[src/rtl/tseb_ram.sv]
`timescale 1ns / 1ps
`default_nettype none
// ----------------------------------------------------------------------------
// tseb_ram
// Generic single-port write, single-port read RAM with registered read.
// ----------------------------------------------------------------------------
module tseb_ram #(
  parameter int Width = 8,
  parameter int Depth = 256
) (
  input  wire logic                     clk,
  input  wire logic                     we,
  input  wire logic [$clog2(Depth)-1:0] waddr,
  input  wire logic [Width-1:0]         wdata,
  input  wire logic [$clog2(Depth)-1:0] raddr,
  output logic      [Width-1:0]         rdata
);
  logic [Width-1:0] mem [Depth];

  always_ff @(posedge clk) begin
    if (we) mem[waddr] <= wdata;
    rdata <= mem[raddr];
  end
endmodule
`default_nettype wire

[config.mk]
export PLATFORM = sky130hd
export DESIGN_NAME = tseb_ram
export DESIGN_NICKNAME = d
export VERILOG_FILES = /design/src/rtl/tseb_ram.sv
export SDC_FILE = /design/constraint.sdc
export NUM_CORES = 2
export LEC_CHECK = 0
export BUFFER_PORTS_ARGS = -buffer_cell sky130_fd_sc_hd__buf_2
export CORE_ASPECT_RATIO = 0.5
export CORE_MARGIN = 4
export CORE_UTILIZATION = 40
export DETAILED_ROUTE_END_ITERATION = 8
export HOLD_SLACK_MARGIN = 0.06
export PLACE_DENSITY = 0.57
export SLEW_MARGIN = 10
export SYNTH_ARGS = -nofsm -noshare
export SYNTH_HDL_FRONTEND = slang
export SYNTH_SLANG_ARGS = --single-unit
export TNS_END_PERCENT = 50
[constraint.sdc]
create_clock -name clk -period 4.21 [get_ports clk]
set_clock_uncertainty 0.2 [all_clocks]
set_input_delay 0.2105 -clock clk [delete_from_list [all_inputs] [get_ports clk]]
set_output_delay 0.2105 -clock clk [all_outputs]
set_load 0.02 [all_outputs]
# Word level (Yosys, flattened, before mapping)
# Memory sizes are Yosys's and may differ from the RTL's. A register that Yosys moved wholly into a read port is not among the register bits.
# Index checks and enable logic that the tools add are counted.
totals:
  reg_bits: 0
  ramBits: 2048
  input_bits: 26
  output_inout_bits: 8
  elab_cells: 3
  n_memories: 1
op_classes:
  muxes: 2
memory_table:
  columns: ["memory", "words", "width", "read_ports", "rd_clocked_by_memory_dff", "wr", "line", "text"]
  rows:
  - ["mem", 256, 8, 1, 1, 1, "18", "logic [Width-1:0] mem [Depth];"]
ops:
  columns: ["op", "count"]
  rows:
  - ["two-way mux 1 bit", 2]

# Longest topological paths before layout
logic_depth:
  depth_word: 2
  mapped_depth: 11
  ltp_nobuf: 6

# Worst setup path after synthesis
# Ideal clock, no wire load.
synth_path:
  kind: "input port to flip-flop"
  start: "input port raddr[0]"
  end: "register rdata[2] (read register of mem)"
  setup_time_ns: 0.131
  arrival_time_ns: 2.017
  t_required_ns: 3.879
  slack_ns: 1.862
  cell_stages: 9
  path_buffers: 4
  cell_sequence: "buf_6 > buf_12 > buf_8 > buf_2 > mux4_2 > a22oi_1 > a21oi_1 > nor4_1 > nor4_2"
synth_rtl:
  columns: ["item", "line", "text"]
  rows:
  - ["start, declared", "15", "input wire logic [$clog2(Depth)-1:0] raddr,"]
  - ["end, declared", "16", "output logic [Width-1:0] rdata"]

==> impl_metrics.yaml <==
logic_synthesis:
  ys_seq_area_share_pct: 77.5
  syn-cell-area_um2: 79600
  ys_async_sr_fraction_pct: 0
  syn_nets: 3759
  synth_most_common_cell: "edfxtp_1"
  yosysTopAreaCell: "edfxtp_1"
  synth_top_area_share_pct: 77.3
  synth-edff-count: 2048
  ys_ff_latch: 2056
  yosys_warnings: 0
  synthTopCellsByCount: "2,048 x edfxtp_1, 454 x mux4_2, 282 x nor2_1"
  avgSynthCellArea_um2: 21.3
  synth_area_leaders: "edfxtp_1 77%, mux4_2 13%, mux2i_1 1.7%, nor2_1 1.3%, a22oi_1 1.3%"
  syn_inst: 3733
  synth_ff_type: "edfxtp_1"
  synthDistinctLibCells: 55
route:
  dr_total_vias: 39270
  met2_length_mm: 95.2
  drtIter0Drc: 4735
  wire_per_inst_um: 30.4
  dr_wl_met3_mm: 15.4
  vias_per_cell: 5.83
  detail-route-antenna-nets: 0
  wl_met1_mm: 89.6
  dr.pass1.iters: 5
  top_layer: "met4"
  wl_mm: 205
  drc: 0
timing:
  relSlewSlack_pct: 18.4
  finalSetupTns_ns: 0
  worst_pin_slew_ns: 1.22
  min_period_ns: 3.24
  min_period_over_period_pct: 77.0
  finalHoldViolCount: 0
  setup_viol: 0
  rsz0062_at_grt: "false"
  max_freq_mhz: 309
  holdWs_ns: 0.250
  slew_viol_final: 0
hold_path:
  worstHoldStart: "waddr[6]"
  hold_end: "mem[146][6]$_DFFE_PP_"
  worst_hold_path.num_cells: 6
  min_path_type: "in2reg"
global_routing:
  grt_max_degree: 153
  grt_pass1_vias: 39490
  grt.total_usage_pct: 19.8
  grt_pass1_wl_mm: 295
  grt_antenna_before_repair: 6
  grt-ovfl-total: 0
pwr:
  powerDensity_nw_per_um2: 458
  irDropWorstVdd_mv: 0.385
  cellLeakagePower_nw: 27.5
floorplan:
  initial_utilization_pct: 40.4
  die_w_um: 639
  die_area_um2: 207000
  fp-row-count: 115
  die_h_um: 323
  core_area_um2: 197000
  num_io_pins: 34
finish:
  fin_nets: 3974
  fin_cells: 6731
  final_area_um2: 89600
  fill_cells: 16384
  drive_above_1_share_pct: 23.7
  syn_to_final_growth_pct: 12.6
clock_network:
  cts_buffers: 183
  clock_path_buffers: 3
  cts_setup_buffers: 0
  cts.repair.resized: 0
  cts_hold_buf: 16
  root_buffer: "clkbuf_16"
  clk_pin_slew_ns: 0.06
  clock_latency_ns: 0.82
  htreeDepth: 4
  cts_sinks: 2056
  cts_tree: "built"
critical_path:
  cp_max_fo: 1
  cpPeakStageDelay_ns: 0.72
  timing.rr.end: "rdata[3]$_DFF_P_"
  path_cells: "mux4_2 -> a22o_1 -> a221oi_1 -> o32ai_1 -> nor3_1 -> nor4_1"
  slowest_stage: "nor3_1"
  required_ns: 4.67
  cp-end-kind: "register"
  cp-start-kind: "register"
  worstRegToRegCells: 6
  rr_startpoint: "mem[83][3]$_DFFE_PP_"
  rrSetupSlack_ns: 0.97
  worstSetupPathType: "reg2reg"
  crit_arrival_ns: 3.70
placed_design:
  gp_congestion: 0.835
  dpl_cell_area_um2: 83700
  portBuffers: 33
  dp_hpwl_mm: 128
  place_inst: 6379
outcome:
  status: "finished clean"
run:
  maxCapViolations: 0
how the worst max path moves through the flow:
stage	end	depth (start not counted)	startpoint
after detailed placement	rdata[6]$_DFF_P_	10	raddr[1]
final	rdata[3]$_DFF_P_	6	mem[83][3]$_DFFE_PP_
after global routing	rdata[5]$_DFF_P_	6	mem[83][5]$_DFFE_PP_
after floorplan	rdata[2]$_DFF_P_	9	raddr[0]
after CTS	rdata[3]$_DFF_P_	6	mem[83][3]$_DFFE_PP_
after global placement	rdata[5]$_DFF_P_	8	raddr[0]
flip-flops by register name, indices dropped and copies added, names as in the netlist:
| name | flops |
|---|---|
| mem | 2048 |
| rdata | 8 |
placed cells by master (no fill, tap or decap), drive strengths merged, types with 4 or more instances in the layout:
master | synthesis | final
nand2 | 33 | 33
a21oi | 96 | 96
nor2b | 31 | 31
nor3 | 22 | 22
nand2b | 8 | 8
o221ai | 47 | 47
o32ai | 5 | 5
a22o | 8 | 8
clkinv | 1 | 82
bufinv | 0 | 13
inv | 1 | 7
a221oi | 14 | 14
and2 | 6 | 6
buf | 122 | 244
dlygate4sd3 | 0 | 16
nor2 | 282 | 282
nand3 | 34 | 34
o22a | 5 | 5
mux2i | 134 | 134
or2 | 4 | 4
a211oi | 16 | 16
dfxtp | 8 | 8
o22ai | 28 | 28
diode | 0 | 4
o21ai | 12 | 12
a22oi | 133 | 133
a2111oi | 5 | 5
nor4 | 27 | 27
o211ai | 10 | 10
mux4 | 456 | 456
nand4 | 10 | 10
clkbuf | 111 | 233
edfxtp | 2048 | 2048
through the flow:
step           util, %  setup slack (ns)  power [W]
2_1_floorplan        -              1.86     0.0241
3_3_place_gp      42.5           -0.0490     0.0251
3_5_place_dp      42.5             0.241     0.0252
4_1_cts           45.4             0.957     0.0413
5_1_grt           45.4             0.813     0.0423
6_report          45.4             0.969     0.0410
per-layer routing:
metal | vias up | global-route usage [%]
met2 | 1630 | 30.5
met4 | 0 | 5.43
met5 | - | 0
li1 | 16129 | -
met1 | 21248 | 29.3
met3 | 263 | 3.50
critical path, delay by kind of cell, from the launching register on:
kind | cells | cell delay [ns]
compound gates | 3 | 1.19
flops | 1 | 0.35
mux | 1 | 0.48
simple gates | 2 | 0.87
report_power, final:
part           internal [W]  total [W]  leakage, nW  switching, W
Sequential           0.0226     0.0226         18.5     0.0000255
Clock               0.00896     0.0163         2.80       0.00735
Combinational      0.000747    0.00214         6.23       0.00140
Total                0.0323     0.0410         27.5       0.00877
logic make-up (layout without fill, tap and decap cells):
logic type	after synthesis	count (layout)	synth area share, %
compound gates	385	385	3.42
buf+inv	235	597	1.83
flops	2056	2056	77.5
mux	591	591	14.6
other cells	0	4	0
simple gates	466	466	2.63
layout make-up:
type	count	area (um2)	area share, %
flip-flops and latches	2056	61700	68.8
diodes	4	10.0	0.0112
clock inverters	102	843	0.941
well taps	2632	3290	3.68
clock buffers	230	4860	5.43
multi-input cells	1442	16500	18.4
inverters	2	7.51	0.00838
repair buffers	263	2420	2.70
Power figures use the tool's default switching activity.
